--- config.mk ---
export PLATFORM = sky130hd
export DESIGN_NAME = tcw_ctrl
export DESIGN_NICKNAME = d
export VERILOG_FILES = /design/src/rtl/tcw_pkg.sv /design/src/rtl/tcw_ctrl.sv
export SDC_FILE = /design/constraint.sdc
export NUM_CORES = 1
export LEC_CHECK = 0
export BUFFER_PORTS_ARGS = -buffer_cell sky130_fd_sc_hd__buf_2
export CORE_MARGIN = 2
export CORE_UTILIZATION = 45
export DETAILED_ROUTE_END_ITERATION = 16
export GPL_TIMING_DRIVEN = 0
export PLACE_DENSITY = 0.79
export SYNTH_ARGS = -nofsm -noshare
export SYNTH_HDL_FRONTEND = slang
export SYNTH_SLANG_ARGS = --single-unit
--- constraint.sdc ---
create_clock -name clk -period 4.9 [get_ports clk]
set_clock_uncertainty 0.05 [all_clocks]
set_input_delay 0.735 -clock clk [delete_from_list [all_inputs] [get_ports clk]]
set_output_delay 0.735 -clock clk [all_outputs]
set_load 0.1 [all_outputs]
--- src/rtl/tcw_pkg.sv ---
// Shared types, codes and constants for the text console writer.
`default_nettype none

package tcw_pkg;

  // Default screen geometry
  localparam int COLUMNS_DEF = 80;
  localparam int ROWS_DEF    = 25;

  // Field widths fixed by the interface
  localparam int CMD_W   = 2;
  localparam int CHAR_W  = 8;
  localparam int INDEX_W = 11;
  localparam int ROW_W   = 5;
  localparam int COL_W   = 7;
  localparam int CELL_W  = 16;
  localparam int COLOR_W = 8;

  // Command codes
  localparam logic [CMD_W-1:0] CMD_PUT   = 2'd0;
  localparam logic [CMD_W-1:0] CMD_CLEAR = 2'd1;
  localparam logic [CMD_W-1:0] CMD_READ  = 2'd2;
  localparam logic [CMD_W-1:0] CMD_NOP   = 2'd3;

  // Character and attribute constants
  localparam logic [CHAR_W-1:0]  NEWLINE_CODE = 8'd10;
  localparam logic [CHAR_W-1:0]  BLANK_CODE   = 8'h20;
  localparam logic [COLOR_W-1:0] RESET_COLOR  = 8'h0F;

  // Controller states
  typedef enum logic [1:0] {
    ST_IDLE,
    ST_READ,
    ST_FILL
  } state_t;

  // One result item
  typedef struct packed {
    logic [ROW_W-1:0]  cursor_row;
    logic [COL_W-1:0]  cursor_col;
    logic [CELL_W-1:0] cell_data;
    logic              scrolled;
  } res_t;

endpackage

`default_nettype wire

--- src/rtl/tcw_ctrl.sv ---
// Console controller: cursor, row rotation, fill sequencer and memory access.
`default_nettype none

module tcw_ctrl #(
  parameter int COLUMNS = tcw_pkg::COLUMNS_DEF,
  parameter int ROWS    = tcw_pkg::ROWS_DEF,
  localparam int AW = $clog2(ROWS * COLUMNS)
) (
  input  wire logic                          clk,
  input  wire logic                          rst_n,
  // input channel
  input  wire logic                          in_valid,
  output logic                               in_ready,
  input  wire logic [tcw_pkg::CMD_W-1:0]     in_cmd,
  input  wire logic [tcw_pkg::CHAR_W-1:0]    in_char_code,
  input  wire logic [tcw_pkg::INDEX_W-1:0]   in_cell_index,
  // configuration
  input  wire logic                          cfg_valid,
  output logic                               cfg_ready,
  input  wire logic [tcw_pkg::COLOR_W-1:0]   cfg_text_color,
  // result hand-off
  input  wire logic                          out_free,
  output logic                               res_load,
  output tcw_pkg::res_t                      res,
  // screen memory
  output logic                               mem_we,
  output logic      [AW-1:0]                 mem_waddr,
  output logic      [tcw_pkg::CELL_W-1:0]    mem_wdata,
  output logic                               mem_re,
  output logic      [AW-1:0]                 mem_raddr,
  input  wire logic [tcw_pkg::CELL_W-1:0]    mem_rdata
);

  localparam int CELLS = ROWS * COLUMNS;
  localparam int RW    = $clog2(ROWS);
  localparam int CLW   = $clog2(COLUMNS);
  localparam int CW    = $clog2(CELLS + 1);
  localparam int SW    = ((AW > tcw_pkg::INDEX_W) ? AW : tcw_pkg::INDEX_W) + 1;
  localparam int RWX   = (RW > tcw_pkg::ROW_W) ? RW : tcw_pkg::ROW_W;
  localparam int CLX   = (CLW > tcw_pkg::COL_W) ? CLW : tcw_pkg::COL_W;

  tcw_pkg::state_t state_r, state_nxt;

  logic [RW-1:0]                  row_r, row_nxt;
  logic [CLW-1:0]                 col_r, col_nxt;
  logic [AW-1:0]                  top_r, top_nxt;     // physical base of logical row 0
  logic [AW-1:0]                  fill_addr_r, fill_addr_nxt;
  logic [CW-1:0]                  fill_cnt_r, fill_cnt_nxt;
  logic [tcw_pkg::CELL_W-1:0]     fill_val_r, fill_val_nxt;
  logic                           fill_rep_r, fill_rep_nxt;
  logic                           scr_r, scr_nxt;
  logic [tcw_pkg::COLOR_W-1:0]    color_r;

  logic          in_fire;
  logic          is_put, is_clr, is_read, is_nl;
  logic          last_col, last_row, adv_row, do_scroll, in_range, fill_last;
  logic [SW-1:0] cursor_lin, lin_sel, phys_sum, phys_wrap;
  logic [AW-1:0] phys_addr;
  logic [RWX-1:0] row_x;
  logic [CLX-1:0] col_x;

  // Config register, always writable
  assign cfg_ready = 1'b1;

  always_ff @(posedge clk) begin
    if (!rst_n) begin
      color_r <= tcw_pkg::RESET_COLOR;
    end else if (cfg_valid) begin
      color_r <= cfg_text_color;
    end
  end

  // Command decode
  assign in_ready  = (state_r == tcw_pkg::ST_IDLE) && out_free;
  assign in_fire   = in_valid && in_ready;
  assign is_put    = (in_cmd == tcw_pkg::CMD_PUT);
  assign is_clr    = (in_cmd == tcw_pkg::CMD_CLEAR);
  assign is_read   = (in_cmd == tcw_pkg::CMD_READ);
  assign is_nl     = (in_char_code == tcw_pkg::NEWLINE_CODE);
  assign last_col  = (col_r == CLW'(COLUMNS - 1));
  assign last_row  = (row_r == RW'(ROWS - 1));
  assign adv_row   = is_put && (is_nl || last_col);
  assign do_scroll = adv_row && last_row;
  assign in_range  = (SW'(in_cell_index) < SW'(CELLS));
  assign fill_last = (fill_cnt_r == CW'(1));

  // Logical to physical address: rows rotate around top_r
  assign cursor_lin = SW'(row_r) * SW'(COLUMNS) + SW'(col_r);
  assign lin_sel    = is_read ? SW'(in_cell_index) : cursor_lin;
  assign phys_sum   = lin_sel + SW'(top_r);
  assign phys_wrap  = (phys_sum >= SW'(CELLS)) ? (phys_sum - SW'(CELLS)) : phys_sum;
  assign phys_addr  = phys_wrap[AW-1:0];

  // Next state
  always_comb begin
    state_nxt = state_r;
    unique case (state_r)
      tcw_pkg::ST_IDLE: begin
        if (in_fire) begin
          if (is_clr || do_scroll) begin
            state_nxt = tcw_pkg::ST_FILL;
          end else if (is_read && in_range) begin
            state_nxt = tcw_pkg::ST_READ;
          end
        end
      end
      tcw_pkg::ST_READ: begin
        state_nxt = tcw_pkg::ST_IDLE;
      end
      tcw_pkg::ST_FILL: begin
        if (fill_last) begin
          state_nxt = tcw_pkg::ST_IDLE;
        end
      end
      default: state_nxt = tcw_pkg::ST_IDLE;
    endcase
  end

  // Cursor, rotation and fill sequencer updates
  always_comb begin
    row_nxt       = row_r;
    col_nxt       = col_r;
    top_nxt       = top_r;
    fill_addr_nxt = fill_addr_r;
    fill_cnt_nxt  = fill_cnt_r;
    fill_val_nxt  = fill_val_r;
    fill_rep_nxt  = fill_rep_r;
    scr_nxt       = scr_r;
    if (state_r == tcw_pkg::ST_FILL) begin
      fill_addr_nxt = fill_addr_r + AW'(1);
      fill_cnt_nxt  = fill_cnt_r - CW'(1);
    end else if (in_fire) begin
      if (is_clr) begin
        row_nxt       = '0;
        col_nxt       = '0;
        top_nxt       = '0;
        fill_addr_nxt = '0;
        fill_cnt_nxt  = CW'(CELLS);
        fill_val_nxt  = {color_r, tcw_pkg::BLANK_CODE};
        fill_rep_nxt  = 1'b1;
        scr_nxt       = 1'b0;
      end else if (adv_row) begin
        col_nxt = '0;
        if (last_row) begin
          // old top row becomes the new bottom row and is blanked
          top_nxt       = (top_r == AW'(CELLS - COLUMNS)) ? '0 : top_r + AW'(COLUMNS);
          fill_addr_nxt = top_r;
          fill_cnt_nxt  = CW'(COLUMNS);
          fill_val_nxt  = {color_r, tcw_pkg::BLANK_CODE};
          fill_rep_nxt  = 1'b1;
          scr_nxt       = 1'b1;
        end else begin
          row_nxt = row_r + RW'(1);
        end
      end else if (is_put) begin
        col_nxt = col_r + CLW'(1);
      end
    end
  end

  // Outputs: memory access and result
  assign row_x = RWX'(row_nxt);
  assign col_x = CLX'(col_nxt);

  always_comb begin
    mem_we    = 1'b0;
    mem_waddr = phys_addr;
    mem_wdata = {color_r, in_char_code};
    mem_re    = 1'b0;
    mem_raddr = phys_addr;
    res_load  = 1'b0;
    res.cursor_row = row_x[tcw_pkg::ROW_W-1:0];
    res.cursor_col = col_x[tcw_pkg::COL_W-1:0];
    res.cell_data  = '0;
    res.scrolled   = 1'b0;
    unique case (state_r)
      tcw_pkg::ST_IDLE: begin
        if (in_fire) begin
          mem_we   = is_put && !is_nl;
          mem_re   = is_read && in_range;
          res_load = !(is_clr || do_scroll || (is_read && in_range));
        end
      end
      tcw_pkg::ST_READ: begin
        res_load      = 1'b1;
        res.cell_data = mem_rdata;
      end
      tcw_pkg::ST_FILL: begin
        mem_we       = 1'b1;
        mem_waddr    = fill_addr_r;
        mem_wdata    = fill_val_r;
        res_load     = fill_last && fill_rep_r;
        res.scrolled = scr_r;
      end
      default: ;
    endcase
  end

  // Control registers; reset starts the clearing pass
  always_ff @(posedge clk) begin
    if (!rst_n) begin
      state_r     <= tcw_pkg::ST_FILL;
      row_r       <= '0;
      col_r       <= '0;
      top_r       <= '0;
      fill_addr_r <= '0;
      fill_cnt_r  <= CW'(CELLS);
      fill_val_r  <= {tcw_pkg::RESET_COLOR, tcw_pkg::BLANK_CODE};
      fill_rep_r  <= 1'b0;
      scr_r       <= 1'b0;
    end else begin
      state_r     <= state_nxt;
      row_r       <= row_nxt;
      col_r       <= col_nxt;
      top_r       <= top_nxt;
      fill_addr_r <= fill_addr_nxt;
      fill_cnt_r  <= fill_cnt_nxt;
      fill_val_r  <= fill_val_nxt;
      fill_rep_r  <= fill_rep_nxt;
      scr_r       <= scr_nxt;
    end
  end

  // Checks
  a_fill_cnt: assert property (@(posedge clk) disable iff (!rst_n)
    (state_r == tcw_pkg::ST_FILL) |-> (fill_cnt_r != '0))
    else $error("fill sequencer running with zero count");

  a_port_excl: assert property (@(posedge clk) disable iff (!rst_n)
    !(mem_we && mem_re))
    else $error("memory write and read in the same cycle");

  a_scroll_fill: assert property (@(posedge clk) disable iff (!rst_n)
    (in_fire && do_scroll) |=> (state_r == tcw_pkg::ST_FILL) && (fill_cnt_r == CW'(COLUMNS)))
    else $error("scroll did not start a one-row fill");

  a_range: assert property (@(posedge clk) disable iff (!rst_n)
    (row_r <= RW'(ROWS - 1)) && (col_r <= CLW'(COLUMNS - 1)) && (SW'(top_r) < SW'(CELLS)))
    else $error("cursor or row base out of range");

endmodule

`default_nettype wire
==> out/metrics.yaml, run 1 <==
route:
  wl_per_cell_um: 16.5
  firstDrtPassIters: 5
  drt-initial-drc-count: 356
  drc: 0
  wirelength_mm: 15.0
  via_per_inst: 5.76
  wl_met2_mm: 7.28
  dr_wl_met3_um: 956
  route.vias.total: 5217
  antenna_left: 0
  routed.top_layer: "met4"
  m1WireLength_mm: 6.29
synth:
  synth_area_leaders: "dfxtp_1 27%, nand2_1 7.9%, ha_1 7.3%, nor2_1 6.0%, mux2i_1 4.8%"
  synth.distinct_cells: 64
  postSynthCellCount: 623
  syn_area_per_cell_um2: 7.39
  ys.flop_type: "dfxtp_1"
  synth_seq_cells: 61
  yosys_warnings: 0
  yosys.area.top_type: "dfxtp_1"
  synth_area_mm2: 0.00461
  synth_enable_flop_cells: 0
  async_reset_ff_share_pct: 0
  seq_area_frac_synth_pct: 26.5
  syn_nets: 702
  yosys.area.top_type_share_pct: 26.5
timing:
  slew_violations: 0
  period_minus_slack_ns: 4.93
  relSlewSlack_pct: 48.3
  finalHoldViolCount: 0
  timing.final.crit_share_pct: 101
  setup-violations-final: 1
  rsz0062_at_grt: "true"
  fmax_ghz: 0.203
  tns_ns: -0.0253
  worst_slew_pin_slew_ns: 0.775
  worst_slack_ns: -0.0253
clock_network:
  htreeDepth: 3
  clkSlewWorstSetupHoldPaths_ns: 0.07
  cts_tree: "done"
  cts_hold_buf: 0
  clockBufferDepth: 2
  insertion_delay_ns: 0.36
  cts_buffers: 9
  cts_sinks: 61
  root_buffer: "clkbuf_8"
die:
  start_util_pct: 46.7
  num_rows: 36
  die_w_um: 105
  die-area_mm2: 0.0111
  coreArea_mm2: 0.00986
  io-pin-count: 122
  die_h_um: 105
global_routing:
  grtUsageTotal_pct: 26.3
  grt.overflow.total: 0
  grt_pass1_wl_mm: 23.7
  antenna_found_initial: 0
  grt_max_degree: 14
  grt_pass1_vias: 4825
critical_path:
  cpPeakStageDelay_ns: 0.60
  cp_max_fo: 8
  cp-start-kind: "flip-flop"
  path_class: "flip-flop to primary output"
  r2r_end: "fill_val_r[11]$_SDFFE_PN1P_"
  r2r_start: "col_r[0]$_SDFF_PN0_"
  end_kind: "primary output"
  crit_start: "row_r[1]$_SDFF_PN0_"
  worst-r2r-setup-slack_ns: 2.10
  path_buf_inv: 1
  worstPathArrival_ns: 4.14
  worstPathRequired_ns: 4.12
  reg2reg_depth: 9
  crit_path_top_delay_cell: "fa_2"
  timing.critical_path.cells: "ha_4, ha_4, fa_2, o2111ai_4, xnor2_2, a21oi_2, ha_4, or2_4, a21oi_4, a21oi_2, nand3_2, nand2_4, or4_4, a31oi_4, buf_12"
  crit_family: "adder cells"
  cpMostUsedCell: "ha_4"
cells_and_area:
  fin_nets: 846
  post-route-util_pct: 63.9
  layout.cells.non_filler: 905
  diodes: 0
  drive_above_1_share_pct: 30.6
  synthToLayoutAreaGrowth_pct: 36.8
worst_hold_path:
  holdPathEnd: "scr_r$_SDFFE_PN0P_"
  hold_start: "scr_r$_SDFFE_PN0P_"
  whs_path_depth: 2
  min_path_type: "flip-flop to flip-flop"
pwr:
  total_leakage_power_nw: 2.83
  max-vdd-ir-drop_uv: 165
  p_per_area_mw_per_mm2: 195
run_status:
  outcome: "finished with violations"
  failed_checks: "negative setup slack"
placed_design:
  port_buffers: 118
  dp_cells: 874
  dpl.hpwl_mm: 11.1
  gp_congestion: 0.921
flow_run:
  max-cap-violations: 0
## cell usage after synthesis (all sizes together), types with 3 or more instances
| cell | number |
|---|---|
| a211o | 3 |
| a211oi | 6 |
| a21o | 8 |
| a21oi | 35 |
| a221oi | 4 |
| a22oi | 3 |
| a31oi | 8 |
| and2 | 33 |
| and3 | 4 |
| buf | 7 |
| clkbuf | 20 |
| dfxtp | 61 |
| ha | 27 |
| inv | 17 |
| mux2 | 3 |
| mux2i | 22 |
| nand2 | 97 |
| nand2b | 7 |
| nand3 | 24 |
| nand3b | 4 |
| nand4 | 11 |
| nor2 | 74 |
| nor2b | 5 |
| nor3 | 18 |
| nor4 | 8 |
| o211ai | 9 |
| o21a | 3 |
| o21ai | 29 |
| or2 | 4 |
| or3 | 7 |
| xnor2 | 17 |
| xor2 | 13 |
## metal layers
metal  vias to the layer above  GRT usage (%)
met4                         0           9.81
met5                         -              0
li1                       2500              -
met2                       214           44.3
met3                        38           4.55
met1                      2465           33.6
## worst max-delay path by stage
stage | end | slack [ns] | depth (start not counted)
2_1_floorplan | mem_waddr[5] | -0.41 | 14
3_3_place_gp | mem_waddr[10] | -0.14 | 15
3_5_place_dp | mem_waddr[10] | -0.21 | 15
4_1_cts | mem_waddr[10] | -0.07 | 15
5_1_grt | mem_waddr[10] | -0.18 | 15
6_report | mem_waddr[10] | -0.03 | 15
## tightest hold or removal path: cells and delay by family (launching register included)
family,cells,cell delay [ns]
AO/OA/AOI/OAI,1,0.04
flip-flops,1,0.33
AND/OR/NAND/NOR,1,0.07
## report_power, final
group          total (mW)  internal [mW]  switching [mW]
clock               0.481          0.243           0.239
sequential          0.525          0.508          0.0162
combinational       0.225         0.0801           0.145
## logic make-up (layout without fill, tap and decap cells)
kind of cell,count (synthesis),after routing,share of synthesized area [%]
other,2,2,0.163
DFF,61,61,26.5
xor gates and xnor gates,30,30,5.70
muxes,25,25,5.60
buffers and inverters,45,194,4.07
AOI/OAI and AO/OA,125,125,17.4
and+or+nand+nor,306,306,32.3
adders and majority gates,29,29,8.20
## metrics by stage
step,total power [mW],worst slack (ns),hold WS (ns),area [um^2]
2_1_floorplan,0.683,-0.409,0.379,4790
3_3_place_gp,0.729,-0.140,0.403,5550
3_5_place_dp,0.736,-0.205,0.401,5550
4_1_cts,1.22,-0.0691,0.419,5960
5_1_grt,1.27,-0.183,0.472,6300
6_report,1.23,-0.0253,0.421,6300
## registers in the layout, summed over array words and instances, names as in the netlist
register,flops
col_r,7
fill_rep_r,1
fill_addr_r,11
state_r,2
fill_val_r,8
color_r,8
scr_r,1
row_r,5
fill_cnt_r,11
top_r,7
## repair_timing
action	in CTS	in global routing
buffers inserted	1	16
gates resized for setup	52	49
pin swaps	9	24
endpoints found under the setup margin	14	14
## cell usage in the layout (no fill, tap or decap), drive strengths merged, types with 3 or more instances in the layout
| master | Yosys | layout |
|---|---|---|
| a211o | 3 | 3 |
| nand3 | 24 | 24 |
| nor4 | 8 | 8 |
| buf | 7 | 140 |
| o21a | 3 | 3 |
| a221oi | 4 | 4 |
| o21ai | 29 | 29 |
| inv | 17 | 19 |
| o211ai | 9 | 9 |
| or2 | 4 | 4 |
| nor2 | 74 | 74 |
| nand4 | 11 | 11 |
| xor2 | 13 | 13 |
| a21oi | 35 | 35 |
| and2 | 33 | 33 |
| nand2b | 7 | 7 |
| nor2b | 5 | 5 |
| a211oi | 6 | 6 |
| clkbuf | 20 | 29 |
| or3 | 7 | 7 |
| a22oi | 3 | 3 |
| xnor2 | 17 | 17 |
| mux2i | 22 | 22 |
| ha | 27 | 27 |
| clkinv | 1 | 4 |
| nand3b | 4 | 4 |
| and3 | 4 | 4 |
| a31oi | 8 | 8 |
| a21o | 8 | 8 |
| nor3 | 18 | 18 |
| mux2 | 3 | 3 |
| dfxtp | 61 | 61 |
| nand2 | 97 | 97 |
## layout make-up
type,instances,area [um^2]
fillers,822,3560
plain buffers,25,114
inverters,18,67.6
multi-input cells,517,3650
well taps,133,166
clock inverters,7,83.8
flip-flops and latches,61,1240
clock buffers,9,124
repair buffers,135,856
Note: power is estimated with default switching activity, not from simulation.
==> run 2, diff against run 1 <==
- CORE_MARGIN: 2 -> default
==> run 2 against run 1 <==
The run still ends with negative setup slack left. Hold slack gained 0.012 ns. Routed wire length increased by 0.86%. Die area down 3.8%. First-iteration DRC count is 8.4% higher. Design area fell by 0.89%. Maximum frequency fell by 0.88%. Global-route usage grew 1.4 points.
==> out/metrics.yaml, run 2 (synthesized netlist as in run 1, its figures left out) <==
cells_and_area:
  final_common_cell: "buf_2"
  reg_top3: "fill_addr_r: 11 flops, fill_cnt_r: 11 flops"
  multi_input_area_mm2: 0.00362
  fin_nets: 849
  diodes: 0
  fillers: 829
  fin_area_mm2: 0.00624
  final_cell_mix: "104 x buf_2, 96 x nand2_1, 64 x nor2_1, 55 x dfxtp_1, 33 x and2_1"
  regArea_mm2: 0.00124
  post-route-util_pct: 63.3
  synthToLayoutAreaGrowth_pct: 35.6
  drive_above_1_share_pct: 30.3
timing:
  finalHoldViolCount: 0
  rsz0062_at_grt: "true"
  timing.final.crit_share_pct: 101
  holdWs_ns: 0.434
  relSlewSlack_pct: 52.4
  tns_ns: -0.0735
  worst_slew_pin_slew_ns: 0.714
  period_minus_slack_ns: 4.97
  worst_slack_ns: -0.0692
  setup-violations-final: 2
  slew_violations: 0
  fmax_ghz: 0.201
route:
  via_per_inst: 5.77
  drt-initial-drc-count: 386
  antenna_left: 0
  route.vias.total: 5238
  drc: 0
  wirelength_mm: 15.1
  firstDrtPassIters: 5
  wl_per_cell_um: 16.6
pwr:
  p_per_area_mw_per_mm2: 196
  max-vdd-ir-drop_uv: 182
  power_frac_seq_pct: 42.9
  switching_power_uw: 395
  total_leakage_power_nw: 2.83
  p_int_uw: 826
  fin_total_pwr_mw: 1.22
  power_frac_comb_pct: 18.2
  power_frac_clock_pct: 38.9
  p_sw_share_pct: 32.3
critical_path:
  worst-r2r-setup-slack_ns: 2.14
  r2r_start: "row_r[1]$_SDFF_PN0_"
  cp-start-kind: "flip-flop"
  path_class: "flip-flop to primary output"
  reg2reg_depth: 10
  cp_max_fo: 7
  worstPathArrival_ns: 4.18
  r2r_end: "fill_val_r[10]$_SDFFE_PN1P_"
  worstPathRequired_ns: 4.12
  end_kind: "primary output"
die:
  io-pin-count: 122
  die-area_mm2: 0.0106
  start_util_pct: 46.7
  coreArea_mm2: 0.00986
  die_h_um: 103
  num_rows: 36
  die_w_um: 103
worst_hold_path:
  hold_start: "fill_val_r[8]$_SDFFE_PN1P_"
  whs_path_depth: 2
  min_path_type: "flip-flop to flip-flop"
  holdPathEnd: "fill_val_r[8]$_SDFFE_PN1P_"
global_routing:
  antenna_found_initial: 0
  grt_pass1_vias: 4752
  grt.overflow.total: 0
  grt_pass1_wl_mm: 22.8
  grtUsageTotal_pct: 27.7
  grt_max_degree: 14
clock_network:
  insertion_delay_ns: 0.35
  htreeDepth: 3
  clockBufferDepth: 2
  cts_tree: "done"
  cts_buffers: 9
  root_buffer: "clkbuf_8"
  cts_sinks: 61
  clkSlewWorstSetupHoldPaths_ns: 0.08
run_status:
  failed_checks: "negative setup slack"
  outcome: "finished with violations"
placed_design:
  placed_area_mm2: 0.00555
  port_buffers: 118
  gp_congestion: 0.948
  dpl.hpwl_mm: 10.9
flow_run:
  max-cap-violations: 0
[run 2: cell count changes in the layout (fill, tap and decap cells not counted), sizes merged]
cell,before,now
clkinv,4,3
inv,19,20
buf,140,143
[run 2: critical path, cell delays in order (launching register included)]
cell and delay [ns]:
dfxtp_4 0.36, ha_4 0.24, ha_4 0.16, fa_2 0.60, nand3_2 0.08, xor2_1 0.18
o21ai_1 0.09, ha_1 0.35, nand3b_1 0.15, o21ai_1 0.09, a211o_1 0.24, a211o_4 0.33
or4_4 0.53, a31oi_4 0.22, buf_12 0.19
[run 2: repair_timing]
action,4_1_cts,5_1_grt
endpoints found under the setup margin,14,14
hold buffers,0,0
resized for setup,42,42
buffers inserted,5,15
pin swaps,9,22
[run 2: worst max path at each step]
stage / start / to / slack [ns] / cells past startpoint
6_report: row_r[1]$_SDFF_PN0_ / mem_waddr[10] / -0.07 / 14
3_3_place_gp: row_r[0]$_SDFF_PN0_ / mem_waddr[10] / -0.13 / 15
3_5_place_dp: in_cmd[0] / mem_waddr[4] / -0.24 / 16
5_1_grt: row_r[3]$_SDFF_PN0_ / mem_waddr[10] / -0.18 / 14
4_1_cts: row_r[0]$_SDFF_PN0_ / mem_waddr[10] / -0.07 / 15
2_1_floorplan: row_r[1]$_SDFF_PN0_ / mem_waddr[5] / -0.41 / 14
[run 2: power groups by stage]
stage,Combinational (mW),Sequential [mW],Clock [mW]
final,0.222,0.523,0.475
after global routing,0.237,0.526,0.498
after CTS,0.208,0.525,0.479
after detailed placement,0.199,0.537,0
after global placement,0.193,0.536,0
after floorplan,0.149,0.534,0
[run 2: layout make-up]
class                   count  area share, %
clock buffers               9           1.98
repair buffers            138           13.2
multi-input cells         517           58.0
flip-flops and latches     61           19.9
plain buffers              25           1.84
clock inverters             7           1.30
well taps                 133           2.67
inverters                  18           1.08
[run 2: metrics by stage]
stage	setup WS [ns]	cells
after floorplan	-0.409	623
after global placement	-0.129	874
after detailed placement	-0.243	874
after CTS	-0.0681	894
after global routing	-0.185	908
final	-0.0692	908
[run 2: metal layers]
metal | up-vias | part of all wire [%] | GRT usage (%)
met3 | 50 | 5.9 | 4.00
met2 | 261 | 47 | 46.3
met4 | 0 | 3.5 | 11.4
met1 | 2430 | 44 | 35.9
li1 | 2497 | - | -
met5 | - | 0 | 0
